## config.mk

```make
export PLATFORM = sky130hd
export DESIGN_NAME = decimal_token_sum_count_unit
export DESIGN_NICKNAME = d
export VERILOG_FILES = /design/src/rtl/dtsc_pkg.sv /design/src/rtl/decimal_token_sum_count_unit.sv
export SDC_FILE = /design/constraint.sdc
export NUM_CORES = 1
export LEC_CHECK = 0
export BUFFER_PORTS_ARGS = -buffer_cell sky130_fd_sc_hd__buf_2
export CAP_MARGIN = 30
export CORE_MARGIN = 2
export CORE_UTILIZATION = 65
export DETAILED_ROUTE_END_ITERATION = 12
export PLACE_DENSITY = 0.81
export SLEW_MARGIN = 25
export SYNTH_ARGS = -nofsm -noshare
export SYNTH_HDL_FRONTEND = slang
export SYNTH_SLANG_ARGS = --single-unit
```

## constraint.sdc

```tcl
create_clock -name clk -period 27.3 [get_ports clk]
set_input_delay 5.46 -clock clk [delete_from_list [all_inputs] [get_ports clk]]
set_output_delay 5.46 -clock clk [all_outputs]
set_load 0.02 [all_outputs]
```

## src/rtl/dtsc_pkg.sv

```systemverilog
// Shared definitions for the decimal token sum and count unit.
// Holds character codes, limits, the control word type and the microprogram ROM.
// Depends on nothing; the top level refers to it by scoped names.
`default_nettype none

package dtsc_pkg;

	// Character codes.
	localparam logic [7:0] CH_ZERO = 8'h30;
	localparam logic [7:0] CH_NINE = 8'h39;
	localparam logic [7:0] CH_AMP  = 8'h26;
	localparam logic [7:0] CH_NUL  = 8'h00;

	// Number format and limits.
	localparam int BIN_W  = 63;
	localparam int CNT_W  = 16;
	localparam int ITER_W = $clog2(BIN_W + 1);
	localparam logic [62:0] NUM_MAX = {1'b0, {62{1'b1}}} | 63'h4000_0000_0000_0000;
	localparam int RESULT_SLOTS = 24;
	localparam logic [15:0] BUF_SIZE_RESET = 16'd256;
	localparam int DEF_MAX_SUM_DIGITS   = 19;
	localparam int DEF_MAX_COUNT_DIGITS = 5;

	// Microprogram step addresses.
	localparam int PC_W = 4;
	localparam logic [PC_W-1:0] PC_IDLE  = 4'd0;
	localparam logic [PC_W-1:0] PC_CHAR  = 4'd1;
	localparam logic [PC_W-1:0] PC_CLOSE = 4'd2;
	localparam logic [PC_W-1:0] PC_INIT  = 4'd3;
	localparam logic [PC_W-1:0] PC_CONV  = 4'd4;
	localparam logic [PC_W-1:0] PC_SCAN  = 4'd5;
	localparam logic [PC_W-1:0] PC_FIT   = 4'd6;
	localparam logic [PC_W-1:0] PC_SUM   = 4'd7;
	localparam logic [PC_W-1:0] PC_AMP   = 4'd8;
	localparam logic [PC_W-1:0] PC_CNT   = 4'd9;
	localparam logic [PC_W-1:0] PC_NUL   = 4'd10;

	// Datapath operations.
	localparam logic [3:0] OP_NOP       = 4'd0;
	localparam logic [3:0] OP_LATCH     = 4'd1;
	localparam logic [3:0] OP_CHAR      = 4'd2;
	localparam logic [3:0] OP_CLOSE     = 4'd3;
	localparam logic [3:0] OP_CONV_INIT = 4'd4;
	localparam logic [3:0] OP_CONV      = 4'd5;
	localparam logic [3:0] OP_SCAN      = 4'd6;
	localparam logic [3:0] OP_FIT       = 4'd7;
	localparam logic [3:0] OP_SHIFT_SUM = 4'd8;
	localparam logic [3:0] OP_SHIFT_CNT = 4'd9;
	localparam logic [3:0] OP_CLEAR     = 4'd10;

	// Output character selects.
	localparam logic [2:0] SEL_CH  = 3'd0;
	localparam logic [2:0] SEL_SUM = 3'd1;
	localparam logic [2:0] SEL_AMP = 3'd2;
	localparam logic [2:0] SEL_CNT = 3'd3;
	localparam logic [2:0] SEL_NUL = 3'd4;

	// Jump conditions: taken goes to target, otherwise to the next step.
	localparam logic [2:0] J_NEXT      = 3'd0;
	localparam logic [2:0] J_ALWAYS    = 3'd1;
	localparam logic [2:0] J_IF_END    = 3'd2;
	localparam logic [2:0] J_LOOP_ITER = 3'd3;
	localparam logic [2:0] J_LOOP_SCAN = 3'd4;
	localparam logic [2:0] J_IF_NOFIT  = 3'd5;
	localparam logic [2:0] J_LOOP_NS   = 3'd6;
	localparam logic [2:0] J_LOOP_NC   = 3'd7;

	// One control word per microprogram step.
	typedef struct packed {
		logic [3:0]      op;
		logic            wait_in;
		logic            emit;
		logic            last;
		logic [2:0]      sel;
		logic [2:0]      jc;
		logic [PC_W-1:0] target;
	} ctrl_t;

	// Microprogram ROM.
	function automatic ctrl_t ucode(input logic [PC_W-1:0] pc);
		ctrl_t c;
		c = '{op: OP_NOP, wait_in: 1'b0, emit: 1'b0, last: 1'b0, sel: SEL_CH,
			jc: J_ALWAYS, target: PC_IDLE};
		case (pc)
			PC_IDLE: begin
				c.op = OP_LATCH;
				c.wait_in = 1'b1;
				c.jc = J_IF_END;
				c.target = PC_CLOSE;
			end
			PC_CHAR: begin
				c.op = OP_CHAR;
				c.emit = 1'b1;
				c.last = 1'b1;
				c.sel = SEL_CH;
				c.jc = J_ALWAYS;
				c.target = PC_IDLE;
			end
			PC_CLOSE: begin
				c.op = OP_CLOSE;
				c.jc = J_NEXT;
			end
			PC_INIT: begin
				c.op = OP_CONV_INIT;
				c.jc = J_NEXT;
			end
			PC_CONV: begin
				c.op = OP_CONV;
				c.jc = J_LOOP_ITER;
				c.target = PC_CONV;
			end
			PC_SCAN: begin
				c.op = OP_SCAN;
				c.jc = J_LOOP_SCAN;
				c.target = PC_SCAN;
			end
			PC_FIT: begin
				c.op = OP_FIT;
				c.jc = J_IF_NOFIT;
				c.target = PC_NUL;
			end
			PC_SUM: begin
				c.op = OP_SHIFT_SUM;
				c.emit = 1'b1;
				c.sel = SEL_SUM;
				c.jc = J_LOOP_NS;
				c.target = PC_SUM;
			end
			PC_AMP: begin
				c.emit = 1'b1;
				c.sel = SEL_AMP;
				c.jc = J_NEXT;
			end
			PC_CNT: begin
				c.op = OP_SHIFT_CNT;
				c.emit = 1'b1;
				c.sel = SEL_CNT;
				c.jc = J_LOOP_NC;
				c.target = PC_CNT;
			end
			PC_NUL: begin
				c.op = OP_CLEAR;
				c.emit = 1'b1;
				c.last = 1'b1;
				c.sel = SEL_NUL;
				c.jc = J_ALWAYS;
				c.target = PC_IDLE;
			end
			default: begin
				c.jc = J_ALWAYS;
				c.target = PC_IDLE;
			end
		endcase
		return c;
	endfunction

	// Largest value with d decimal digits, limited to cap (elaboration only).
	function automatic logic [63:0] pow10_minus1(input int d, input logic [63:0] cap);
		logic [63:0] v;
		v = 64'd1;
		for (int i = 0; i < 19; i++) begin
			if (i < d) begin
				v = v * 64'd10;
			end
		end
		v = v - 64'd1;
		return (v < cap) ? v : cap;
	endfunction

endpackage

`default_nettype wire

```

## src/rtl/decimal_token_sum_count_unit.sv

```systemverilog
// Top level of the decimal token sum and count unit: a microcoded sequencer
// driving a plain datapath with a binary-to-BCD converter and an output register.
// Depends on dtsc_pkg for codes, limits and the microprogram ROM.
`default_nettype none

//  Channel   Direction  Handshake                  Payload
//  item      in         item_valid/item_stall      cmd, ch
//  result    out        result_valid/result_stall  out_char, suffix_written, overflowed,
//                                                  last_of_run
//  cfg       in         cfg_valid/cfg_ready        cfg_data (buffer_size)
//
// A character item is taken in the idle step, which also computes the next number and
// sum; the character step then commits and loads the output register. An end item is
// taken in the idle step, then come a step to close the last token, a step to load the
// converter, a 63-step binary-to-BCD loop, a leading-zero scan of one step plus one per
// zero skipped in the longer of the two runs, one fit check, then one step per appended
// character.
// Reset clears all string state and sets buffer_size to 256; cfg_ready is always high.
// A stalled result holds the sequencer at its next output step.
module decimal_token_sum_count_unit #(
	parameter int MAX_SUM_DIGITS   = dtsc_pkg::DEF_MAX_SUM_DIGITS,
	parameter int MAX_COUNT_DIGITS = dtsc_pkg::DEF_MAX_COUNT_DIGITS
) (
	input  wire logic        clk,
	input  wire logic        arst_n,
	input  wire logic        item_valid,
	output logic             item_stall,
	input  wire logic        cmd,
	input  wire logic [7:0]  ch,
	output logic             result_valid,
	input  wire logic        result_stall,
	output logic [7:0]       out_char,
	output logic             suffix_written,
	output logic             overflowed,
	output logic             last_of_run,
	input  wire logic        cfg_valid,
	output logic             cfg_ready,
	input  wire logic [15:0] cfg_data
);

	localparam int SBW = 4 * MAX_SUM_DIGITS;
	localparam int CBW = 4 * MAX_COUNT_DIGITS;
	localparam int NSW = $clog2(MAX_SUM_DIGITS + 1);
	localparam int NCW = $clog2(MAX_COUNT_DIGITS + 1);
	localparam logic [62:0] SUM_CAP =
		63'(dtsc_pkg::pow10_minus1(MAX_SUM_DIGITS, {1'b0, dtsc_pkg::NUM_MAX}));
	localparam logic [15:0] CNT_CAP =
		16'(dtsc_pkg::pow10_minus1(MAX_COUNT_DIGITS, 64'd65535));

	// Sequencer and string state.
	logic [dtsc_pkg::PC_W-1:0] pc_q;
	logic [62:0]               current_q;
	logic [62:0]               sum_q;
	logic [15:0]               tok_q;
	logic [15:0]               len_q;
	logic                      ovf_q;
	logic [15:0]               buf_size_q;
	logic                      out_valid_q;

	// Working registers.
	logic [7:0]                ch_q;
	logic [66:0]               prod_q;
	logic [63:0]               csum_q;
	logic [SBW-1:0]            sbcd_q;
	logic [62:0]               sbin_q;
	logic [CBW-1:0]            cbcd_q;
	logic [15:0]               cbin_q;
	logic [dtsc_pkg::ITER_W-1:0] iter_q;
	logic [NSW-1:0]            ns_q;
	logic [NCW-1:0]            nc_q;
	logic                      fit_q;

	// Output register payload.
	logic [7:0]                out_char_q;
	logic                      sw_q;
	logic                      ovf_out_q;
	logic                      last_q;

	dtsc_pkg::ctrl_t           ctl;
	logic                      item_acc;
	logic                      res_acc;
	logic                      out_free;
	logic                      step_go;
	logic                      emit_go;
	logic                      taken;
	logic [dtsc_pkg::PC_W-1:0] pc_next;
	logic                      is_digit;
	logic [7:0]                in_off;
	logic                      num_sat;
	logic                      csum_over;
	logic                      do_digit;
	logic                      do_close;
	logic                      ovf_upd;
	logic [3:0]                sum_top;
	logic [3:0]                cnt_top;
	logic                      s_shift;
	logic                      c_shift;
	logic                      scan_more;
	logic [17:0]               need_len;
	logic [5:0]                need_slots;
	logic                      fit_now;
	logic [SBW-1:0]            sadj;
	logic [CBW-1:0]            cadj;
	logic [7:0]                emit_char;
	logic                      emit_sw;

	// Control word fetch and handshakes.
	assign ctl        = dtsc_pkg::ucode(pc_q);
	assign item_stall = !ctl.wait_in;
	assign item_acc   = item_valid && !item_stall;
	assign res_acc    = out_valid_q && !result_stall;
	assign out_free   = !out_valid_q || !result_stall;
	assign step_go    = ctl.wait_in ? item_acc : (ctl.emit ? out_free : 1'b1);
	assign emit_go    = step_go && ctl.emit;
	assign cfg_ready  = 1'b1;

	// Number and sum arithmetic.
	assign is_digit  = ch_q inside {[dtsc_pkg::CH_ZERO:dtsc_pkg::CH_NINE]};
	assign in_off    = ch - dtsc_pkg::CH_ZERO;
	assign num_sat   = (prod_q[66:63] != 4'd0);
	assign csum_over = (csum_q > {1'b0, SUM_CAP});
	assign do_digit  = step_go && (ctl.op == dtsc_pkg::OP_CHAR) && is_digit;
	assign do_close  = step_go && (current_q != 63'd0) &&
		(((ctl.op == dtsc_pkg::OP_CHAR) && !is_digit) || (ctl.op == dtsc_pkg::OP_CLOSE));
	assign ovf_upd   = ovf_q || (do_digit && num_sat) || (do_close && csum_over);

	// Leading digits and leading-zero scan.
	assign sum_top   = sbcd_q[SBW-1 -: 4];
	assign cnt_top   = cbcd_q[CBW-1 -: 4];
	assign s_shift   = (sum_top == 4'd0) && (ns_q != NSW'(1));
	assign c_shift   = (cnt_top == 4'd0) && (nc_q != NCW'(1));
	assign scan_more = s_shift || c_shift;

	// Fit check: buffer room and result slots.
	assign need_len   = 18'(len_q) + 18'(ns_q) + 18'(nc_q) + 18'd1;
	assign need_slots = 6'(ns_q) + 6'(nc_q) + 6'd2;
	assign fit_now    = (need_len < 18'(buf_size_q)) &&
		(need_slots <= 6'(dtsc_pkg::RESULT_SLOTS));

	// Add-3 correction on every BCD digit before a shift.
	always_comb begin
		for (int i = 0; i < MAX_SUM_DIGITS; i++) begin
			sadj[4*i +: 4] = (sbcd_q[4*i +: 4] >= 4'd5) ? (sbcd_q[4*i +: 4] + 4'd3)
				: sbcd_q[4*i +: 4];
		end
		for (int j = 0; j < MAX_COUNT_DIGITS; j++) begin
			cadj[4*j +: 4] = (cbcd_q[4*j +: 4] >= 4'd5) ? (cbcd_q[4*j +: 4] + 4'd3)
				: cbcd_q[4*j +: 4];
		end
	end

	// Next step address.
	always_comb begin
		case (ctl.jc)
			dtsc_pkg::J_NEXT:      taken = 1'b0;
			dtsc_pkg::J_ALWAYS:    taken = 1'b1;
			dtsc_pkg::J_IF_END:    taken = cmd;
			dtsc_pkg::J_LOOP_ITER: taken = (iter_q != dtsc_pkg::ITER_W'(1));
			dtsc_pkg::J_LOOP_SCAN: taken = scan_more;
			dtsc_pkg::J_IF_NOFIT:  taken = !fit_now;
			dtsc_pkg::J_LOOP_NS:   taken = (ns_q != NSW'(1));
			dtsc_pkg::J_LOOP_NC:   taken = (nc_q != NCW'(1));
			default:               taken = 1'b0;
		endcase
		pc_next = taken ? ctl.target : (pc_q + dtsc_pkg::PC_W'(1));
	end

	// Character that the current step sends out.
	always_comb begin
		case (ctl.sel)
			dtsc_pkg::SEL_CH: begin
				emit_char = ch_q;
				emit_sw   = 1'b0;
			end
			dtsc_pkg::SEL_SUM: begin
				emit_char = dtsc_pkg::CH_ZERO + 8'(sum_top);
				emit_sw   = 1'b1;
			end
			dtsc_pkg::SEL_AMP: begin
				emit_char = dtsc_pkg::CH_AMP;
				emit_sw   = 1'b1;
			end
			dtsc_pkg::SEL_CNT: begin
				emit_char = dtsc_pkg::CH_ZERO + 8'(cnt_top);
				emit_sw   = 1'b1;
			end
			default: begin
				emit_char = dtsc_pkg::CH_NUL;
				emit_sw   = fit_q;
			end
		endcase
	end

	// Sequencer, string state, configuration register and output valid.
	always_ff @(posedge clk or negedge arst_n) begin
		if (!arst_n) begin
			pc_q        <= dtsc_pkg::PC_IDLE;
			current_q   <= '0;
			sum_q       <= '0;
			tok_q       <= '0;
			len_q       <= '0;
			ovf_q       <= 1'b0;
			buf_size_q  <= dtsc_pkg::BUF_SIZE_RESET;
			out_valid_q <= 1'b0;
		end else begin
			if (cfg_valid && cfg_ready) begin
				buf_size_q <= cfg_data;
			end
			if (emit_go) begin
				out_valid_q <= 1'b1;
			end else if (res_acc) begin
				out_valid_q <= 1'b0;
			end
			if (step_go) begin
				pc_q  <= pc_next;
				ovf_q <= ovf_upd;
				if (do_digit) begin
					current_q <= num_sat ? dtsc_pkg::NUM_MAX : prod_q[62:0];
				end
				if ((ctl.op == dtsc_pkg::OP_CHAR) && (len_q != 16'hFFFF)) begin
					len_q <= len_q + 16'd1;
				end
				if (do_close) begin
					sum_q     <= csum_over ? SUM_CAP : csum_q[62:0];
					current_q <= '0;
					if (tok_q < CNT_CAP) begin
						tok_q <= tok_q + 16'd1;
					end
				end
				if (ctl.op == dtsc_pkg::OP_CLEAR) begin
					current_q <= '0;
					sum_q     <= '0;
					tok_q     <= '0;
					len_q     <= '0;
					ovf_q     <= 1'b0;
				end
			end
		end
	end

	// Working registers and output payload.
	always_ff @(posedge clk) begin
		if (step_go) begin
			case (ctl.op)
				dtsc_pkg::OP_LATCH: begin
					ch_q   <= ch;
					prod_q <= ({4'd0, current_q} << 3) + ({4'd0, current_q} << 1)
						+ 67'(in_off[3:0]);
					csum_q <= {1'b0, current_q} + {1'b0, sum_q};
				end
				dtsc_pkg::OP_CLOSE: begin
					csum_q <= csum_q;
				end
				dtsc_pkg::OP_CONV_INIT: begin
					sbcd_q <= '0;
					sbin_q <= sum_q;
					cbcd_q <= '0;
					cbin_q <= tok_q;
					iter_q <= dtsc_pkg::ITER_W'(dtsc_pkg::BIN_W);
					ns_q   <= NSW'(MAX_SUM_DIGITS);
					nc_q   <= NCW'(MAX_COUNT_DIGITS);
				end
				dtsc_pkg::OP_CONV: begin
					sbcd_q <= {sadj[SBW-2:0], sbin_q[62]};
					sbin_q <= {sbin_q[61:0], 1'b0};
					if (iter_q <= dtsc_pkg::ITER_W'(dtsc_pkg::CNT_W)) begin
						cbcd_q <= {cadj[CBW-2:0], cbin_q[15]};
						cbin_q <= {cbin_q[14:0], 1'b0};
					end
					iter_q <= iter_q - dtsc_pkg::ITER_W'(1);
				end
				dtsc_pkg::OP_SCAN: begin
					if (s_shift) begin
						sbcd_q <= sbcd_q << 4;
						ns_q   <= ns_q - NSW'(1);
					end
					if (c_shift) begin
						cbcd_q <= cbcd_q << 4;
						nc_q   <= nc_q - NCW'(1);
					end
				end
				dtsc_pkg::OP_FIT: begin
					fit_q <= fit_now;
				end
				dtsc_pkg::OP_SHIFT_SUM: begin
					sbcd_q <= sbcd_q << 4;
					ns_q   <= ns_q - NSW'(1);
				end
				dtsc_pkg::OP_SHIFT_CNT: begin
					cbcd_q <= cbcd_q << 4;
					nc_q   <= nc_q - NCW'(1);
				end
				default: begin
					fit_q <= fit_q;
				end
			endcase
		end
		if (emit_go) begin
			out_char_q <= emit_char;
			sw_q       <= emit_sw;
			ovf_out_q  <= ovf_upd;
			last_q     <= ctl.last;
		end
	end

	assign result_valid   = out_valid_q;
	assign out_char       = out_char_q;
	assign suffix_written = sw_q;
	assign overflowed     = ovf_out_q;
	assign last_of_run    = last_q;

	// An accepted item always moves the sequencer out of the idle step.
	a_leave_idle: assert property (@(posedge clk) disable iff (!arst_n)
		item_acc |=> (pc_q == dtsc_pkg::PC_CHAR || pc_q == dtsc_pkg::PC_CLOSE))
		else $error("sequencer did not leave idle after an accepted item");

	// The leading-zero scan leaves a nonzero top digit unless one digit remains.
	a_scan_done: assert property (@(posedge clk) disable iff (!arst_n)
		(pc_q == dtsc_pkg::PC_FIT) |-> (ns_q == NSW'(1) || sum_top != 4'd0))
		else $error("sum digits still carry a leading zero after the scan");

	// The running sum never exceeds its saturation limit.
	a_sum_cap: assert property (@(posedge clk) disable iff (!arst_n)
		sum_q <= SUM_CAP)
		else $error("running sum above its limit");

	// The token count never exceeds its saturation limit.
	a_cnt_cap: assert property (@(posedge clk) disable iff (!arst_n)
		tok_q <= CNT_CAP)
		else $error("token count above its limit");

	// A digit emission step never runs with an empty digit counter.
	a_digit_cnt: assert property (@(posedge clk) disable iff (!arst_n)
		(pc_q == dtsc_pkg::PC_SUM) |-> (ns_q != NSW'(0)))
		else $error("sum digit emitted with no digits left");

endmodule

`default_nettype wire

```

==> results.cfg, run 1 <==
[pwr]
vdd_drop_max_mv = 0.0703
p_sw_w = 0.00163
power.internal_w = 0.00230
p_clk_frac = 0.197
seqPwrFrac = 0.366
pwr-share-comb = 0.437
netSwitchingFraction = 0.414
p_leak_nw = 14.8
power_density_mw_per_mm2 = 113

[clocking]
hold_buffers = 0
htree_levels = 2
numCtsBuffers = 55
clk_latency_ns = 0.63
root_buffer = clkbuf_16
cts_tree = built
cts_setup_buffers = 0
cts.reportedPaths.clkPinSlew_ns = 0.06
cts_buffer_depth = 3
cts_resized = 0
cts.sinks = 519

[yosys]
synth_cells = 3376
synth_fp_nets = 3694
synth_cell_type_count = 93
synth_top_area_share = 0.318
yosysMostFrequentCell = nand2_1
async_reset_ff_frac = 0.347
synth.yosys.seq_area_share = 0.459
synth_area_leaders = edfxtp_1, dfrtp_1, ha_1
synth_top_area_cell = edfxtp_1
ys_ff_latch = 519
syn_area_sq_mm = 0.0320
yosys_warnings = 0
synth_edf_count = 339
syn_avg_cell_area_sq_um = 9.48
synth_commonest_cells = nand2_1, a21oi_1, edfxtp_1, ha_1, o21ai_0
synthFlopType = edfxtp_1

[place]
hpwl_mm = 54.0
dpl.cell_count = 3940
dpl_cell_area_sq_mm = 0.0327
gpl.final_weighted_congestion = 0.922
io_buffers = 42

[timing]
hold_viol_final = 0
period_needed_ns = 8.88
period_share = 0.325
finalSetupViolations = 0
rsz0062_at_grt = no
fmax_mhz = 113
fin_skew_ns = 0.0239
drv_slew = 0
slew_headroom = 0.354
worstMarginPinSlew_ns = 0.968
tns_ns = 0
holdWs_ns = 0.485

[die]
boundaryPins = 44
num_rows = 81
die-area_sq_mm = 0.0510
die_w_microns = 226
initial_core_util = 0.657
core_sq_mm = 0.0487
die_h_microns = 226

[critical_path]
r2r_cells = 22
crit_required_ns = 27.66
r2r_slack_ns = 21.45
worstReg2RegStart = len_q[1]$_DFFE_PN0P_
reg2reg_to = pc_q[3]$_DFFE_PN0P_
endpoint_kind = flip-flop
worstSetupStartpointType = input pin
endpoint = prod_q[66]$_DFFE_PP_
critPathKind = input pin to flip-flop
critPathLaunch = ch[3]
cp_max_fo = 4
critPathArrivalTime_ns = 9.24

[outcome]
status = complete, no violations

[global_route]
grt_pass1_vias = 24900
grt_pass1_wl_mm = 126
grt.overflow.total = 0
track_usage = 0.305
grt_max_degree = 113
antenna_found_initial = 2

[run]
max-cap-violations = 0

[finish]
multi_input_area_sq_mm = 0.0163
seqCellArea_sq_mm = 0.0147
instances_no_fill = 4050
design_area_sq_mm = 0.0346
fill_cells = 3586
fin_nets = 3656
layout-drive-gt1-share = 0.0603
areaGrowthSynthToFinish_pct = 8.12

[route]
drt_iter0_drc = 2365
detail-route-antenna-nets = 0
dr.pass1.iters = 6
drc_errors = 0
num_vias = 25700
routed_wl_mm = 78.0
wire_per_inst_microns = 19.3
via_per_inst = 6.35

[min_path]
hold_path_class = flip-flop to flip-flop
[layer usage]
metal	vias to the layer above	track usage	wire, microns	part of all wire
met3	179	0.0370	5030	0.065
met4	2	0.108	2370	0.030
met2	967	0.505	36800	0.47
li1	12100	-	-	-
met1	12500	0.416	33900	0.43
met5	-	0	13	0.00017
[cell families (layout without fill, tap and decap cells)]
family                     Yosys count  after routing  share of synthesized area
AOI/OAI and AO/OA                  881            881                      0.166
xor gates and xnor gates           186            186                     0.0509
adders and majority gates          288            288                      0.114
buffers and inverters              298            307                     0.0356
DFF                                519            519                      0.459
muxes                                7              7                    0.00223
other                                1              2                   0.000117
and+or+nand+nor                   1196           1196                      0.172
[cells in the final DEF (no fill, tap or decap), types with 48 or more instances in the layout]
cell type | Yosys | final
nand3_1 | 55 | 55
nand2_1 | 566 | 563
a21oi_1 | 365 | 363
nor2_1 | 170 | 169
nor3_1 | 143 | 142
ha_1 | 281 | 281
nand4_1 | 48 | 48
o21ai_0 | 195 | 195
clkbuf_16 | 0 | 57
xnor2_1 | 120 | 120
a21o_1 | 74 | 74
dfrtp_1 | 179 | 179
inv_1 | 135 | 135
xor2_1 | 66 | 66
edfxtp_1 | 339 | 339
[critical path, stage by stage]
cell,delay (ns)
buf_2,0.14
fa_1,0.53
fa_1,0.50
a21o_1,0.21
a221oi_1,0.79
o211a_1,0.28
nor4b_1,0.09
o311ai_1,0.31
and3_1,0.28
o311ai_2,0.17
nand3_1,0.16
o211ai_1,0.09
and3b_1,0.19
[power groups by stage]
| stage | registers (W) | clock network, W | logic [W] |
|---|---|---|---|
| detailed placement | 0.00144 | 0 | 0.00168 |
| global placement | 0.00143 | 0 | 0.00160 |
| global route | 0.00146 | 0.000808 | 0.00191 |
| CTS | 0.00143 | 0.000781 | 0.00169 |
| floorplan | 0.00141 | 0 | 0.00128 |
| finish | 0.00144 | 0.000773 | 0.00172 |
[worst min path at each step]
stage	from	end	slack (ns)	cells after the start
2_1_floorplan	ovf_q$_DFFE_PN0P_	ovf_q$_DFFE_PN0P_	0.47	1
3_3_place_gp	csum_q[7]$_DFFE_PP_	sum_q[7]$_DFFE_PN0P_	0.48	2
3_5_place_dp	csum_q[41]$_DFFE_PP_	sum_q[41]$_DFFE_PN0P_	0.49	2
4_1_cts	csum_q[41]$_DFFE_PP_	sum_q[41]$_DFFE_PN0P_	0.49	2
5_1_grt	prod_q[6]$_DFFE_PP_	current_q[6]$_DFFE_PN0P_	0.52	2
6_report	csum_q[41]$_DFFE_PP_	sum_q[41]$_DFFE_PN0P_	0.48	2
[layout make-up]
cell class / instances / share of cell area
multi-input cells: 2559 / 0.470
flip-flops and latches: 519 / 0.424
clock buffers: 73 / 0.0453
well taps: 664 / 0.0240
inverters: 135 / 0.0146
repair buffers: 68 / 0.0132
clock inverters: 31 / 0.00857
diodes: 1 / 0.0000723
[state kept, by name, summed over array words and instances, names as in the netlist]
signal,flops
sbcd_q,76
prod_q,66
csum_q,64
current_q,63
sbin_q,63
sum_q,63
cbcd_q,20
buf_size_q,16
cbin_q,16
len_q,16
tok_q,16
ch_q,8
out_char,8
iter_q,6
ns_q,5
pc_q,4
nc_q,3
fit_q,1
last_of_run,1
overflowed,1
ovf_q,1
result_valid,1
suffix_written,1
[stage by stage]
step / utilization / worst slack (ns) / total power [W]
floorplan: - / 11.09 / 0.00269
global placement: 0.670 / 17.90 / 0.00303
detailed placement: 0.670 / 17.84 / 0.00312
CTS: 0.709 / 18.48 / 0.00390
global route: 0.710 / 18.25 / 0.00417
finish: 0.710 / 18.42 / 0.00393
Note: power is estimated with default switching activity, not from simulation.
==> run 2: changes to the inputs <==
CORE_UTILIZATION = 58   (was 65)
PLACE_DENSITY = 0.76   (was 0.81)
clock period = 7.9 ns   (was 27.3 ns; I/O delays follow)
==> run 2 against run 1 <==
Clock power rose to 3.7 times the previous value. Flip-flop and latch count did not move. Cell area rose by 0.64%. Global-route usage fell by 3.1 points. Largest cell class unchanged. Largest power group unchanged.
==> results.cfg, run 2 (same netlist as run 1, synthesis figures left out) <==
[outcome]
status = complete, no violations

[timing]
tns_ns = 0
rsz0062_at_grt = no
worstMarginPinSlew_ns = 0.957
drv_slew = 0
slew_headroom = 0.362
fmax_mhz = 174
hold_viol_final = 0
fin_skew_ns = 0.0291
period_needed_ns = 5.73
period_share = 0.726
finalSetupViolations = 0

[place]
gpl.final_weighted_congestion = 0.959
hpwl_mm = 54.2
io_buffers = 42
dpl_cell_area_sq_mm = 0.0328
dpl.cell_count = 3982

[critical_path]
critPathKind = flip-flop to flip-flop
critPathSlowestCell = a211oi_1
worstSetupStartpointType = flip-flop
worstReg2RegStart = ns_q[2]$_SDFFCE_PP0P_
max_stage_delay_ns = 0.55
critPathBufInv = 0
cp_cell_sequence = fa_1 -> ha_1 -> a21oi_1 -> o21ai_0 -> a21oi_1 -> nand2b_1 -> a21boi_0 -> nand3_1 -> or2_2 -> xnor2_1 -> ha_1 -> a21o_1 -> a21o_1 -> a21o_1 -> a21oi_1 -> o21ai_0 -> a211oi_1 -> nor3_1 -> o22ai_1 -> a21oi_1 -> o32a_1
cp_max_fo = 8
critPathMostFrequentCell = a21oi_1
crit_required_ns = 8.39
endpoint_kind = flip-flop
critPathArrivalTime_ns = 6.22
path_delay_family = compound AO/OA/AOI/OAI gates
critPathLaunch = ns_q[2]$_SDFFCE_PP0P_

[min_path]
hold_path_class = flip-flop to flip-flop
min_from = csum_q[14]$_DFFE_PP_

[finish]
final_common_cell = nand2_1
regMostFlops = sbcd_q
largest_reg_flops = 76
layout-drive-gt1-share = 0.0605
fin_nets = 3657
design_area_sq_mm = 0.0348
layout_common_cells = nand2_1, a21oi_1, edfxtp_1
areaGrowthSynthToFinish_pct = 8.82
insertedDiodeCount = 0
reg.largest.list = sbcd_q x76, prod_q x66, csum_q x64
instances_no_fill = 4091

[pwr]
p_leak_nw = 14.8
power.internal_w = 0.00812
vdd_drop_max_mv = 0.341
power_density_mw_per_mm2 = 394
p_clk_frac = 0.207
netSwitchingFraction = 0.408
pwr-share-comb = 0.431
seqPwrFrac = 0.362
p_sw_w = 0.00559

[clocking]
cts_tree = built
clk_latency_ns = 0.62
cts.reportedPaths.clkPinSlew_ns = 0.06
cts.sinks = 519
hold_buffers = 0
htree_levels = 2
cts_buffer_depth = 3
root_buffer = clkbuf_16
cts_resized = 0
cts_setup_buffers = 0
numCtsBuffers = 56

[die]
initial_core_util = 0.583
die-area_sq_mm = 0.0571
core_sq_mm = 0.0549
num_rows = 86
boundaryPins = 44
die_w_microns = 239
die_h_microns = 239

[global_route]
grt_pass1_vias = 24700
grt.overflow.total = 0
grt_max_degree = 139
antenna_found_initial = 0
grt_pass1_wl_mm = 127
track_usage = 0.274

[route]
wire_per_inst_microns = 19.1
drt_iter0_drc = 2259
drc_errors = 0
num_vias = 25500
routed_wl_mm = 78.0
via_per_inst = 6.23
detail-route-antenna-nets = 0
dr.pass1.iters = 5

[run]
max-cap-violations = 0
-- run 2: cell count changes in the layout (fill, tap and decap cells not counted), moves of 2 or more --
cell and change:
clkinv_1 +3, clkbuf_8 -3, clkinv_2 -4, buf_16 +2, bufinv_16 +5, inv_6 +2
-- run 2: per-stage QoR --
stage / power, W / util / setup slack, ns / hold WS, ns
2_1_floorplan: 0.00921 / - / 1.51 / 0.474
3_3_place_gp: 0.0105 / 0.597 / 2.38 / 0.481
3_5_place_dp: 0.0108 / 0.597 / 2.20 / 0.494
4_1_cts: 0.0137 / 0.634 / 2.16 / 0.508
5_1_grt: 0.0146 / 0.635 / 1.73 / 0.518
6_report: 0.0137 / 0.635 / 2.17 / 0.506
-- run 2: routing by layer --
layer	vias to the layer above	share of wire	global-route usage
met3	145	0.057	0.0311
met4	0	0.022	0.0723
met1	12300	0.44	0.373
met5	-	0	0
met2	864	0.48	0.466
li1	12100	-	-
-- run 2: layout make-up --
| cell class | instances | area, sq um |
|---|---|---|
| fillers | 4376 | 20000 |
| multi-input cells | 2559 | 16300 |
| flip-flops and latches | 519 | 14700 |
| clock buffers | 70 | 1550 |
| well taps | 704 | 881 |
| inverters | 135 | 507 |
| repair buffers | 68 | 495 |
| clock inverters | 36 | 439 |
-- run 2: power groups by stage --
stage	registers, W	clock network (W)	logic (W)
floorplan	0.00477	0	0.00444
global placement	0.00496	0	0.00559
detailed placement	0.00499	0	0.00579
CTS	0.00495	0.00288	0.00583
global route	0.00505	0.00299	0.00660
finish	0.00497	0.00284	0.00590
-- run 2: worst paths after layout --
path	to	slack [ns]	depth (start not counted)
worst max-delay path	pc_q[3]$_DFFE_PN0P_	2.17	21
worst max register to register	pc_q[3]$_DFFE_PN0P_	2.17	21
worst min register to register	sum_q[14]$_DFFE_PN0P_	0.51	2
worst min-delay path	sum_q[14]$_DFFE_PN0P_	0.51	2
min in group asynchronous	buf_size_q[14]$_DFFE_PN0P_	0.97	1
max in group asynchronous	tok_q[14]$_DFFE_PN0P_	5.70	2
-- run 2: worst reg2reg max path, cell delays in order, from the launching register on --
cell and delay, ns:
edfxtp_1 0.51, fa_1 0.52, ha_1 0.36, a21oi_1 0.11, o21ai_0 0.15, a21oi_1 0.12
nand2b_1 0.15, a21boi_0 0.42, nand3_1 0.21, or2_2 0.32, xnor2_1 0.17, ha_1 0.28
a21o_1 0.16, a21o_1 0.18, a21o_1 0.18, a21oi_1 0.16, o21ai_0 0.11, a211oi_1 0.55
nor3_1 0.14, o22ai_1 0.50, a21oi_1 0.14, o32a_1 0.20
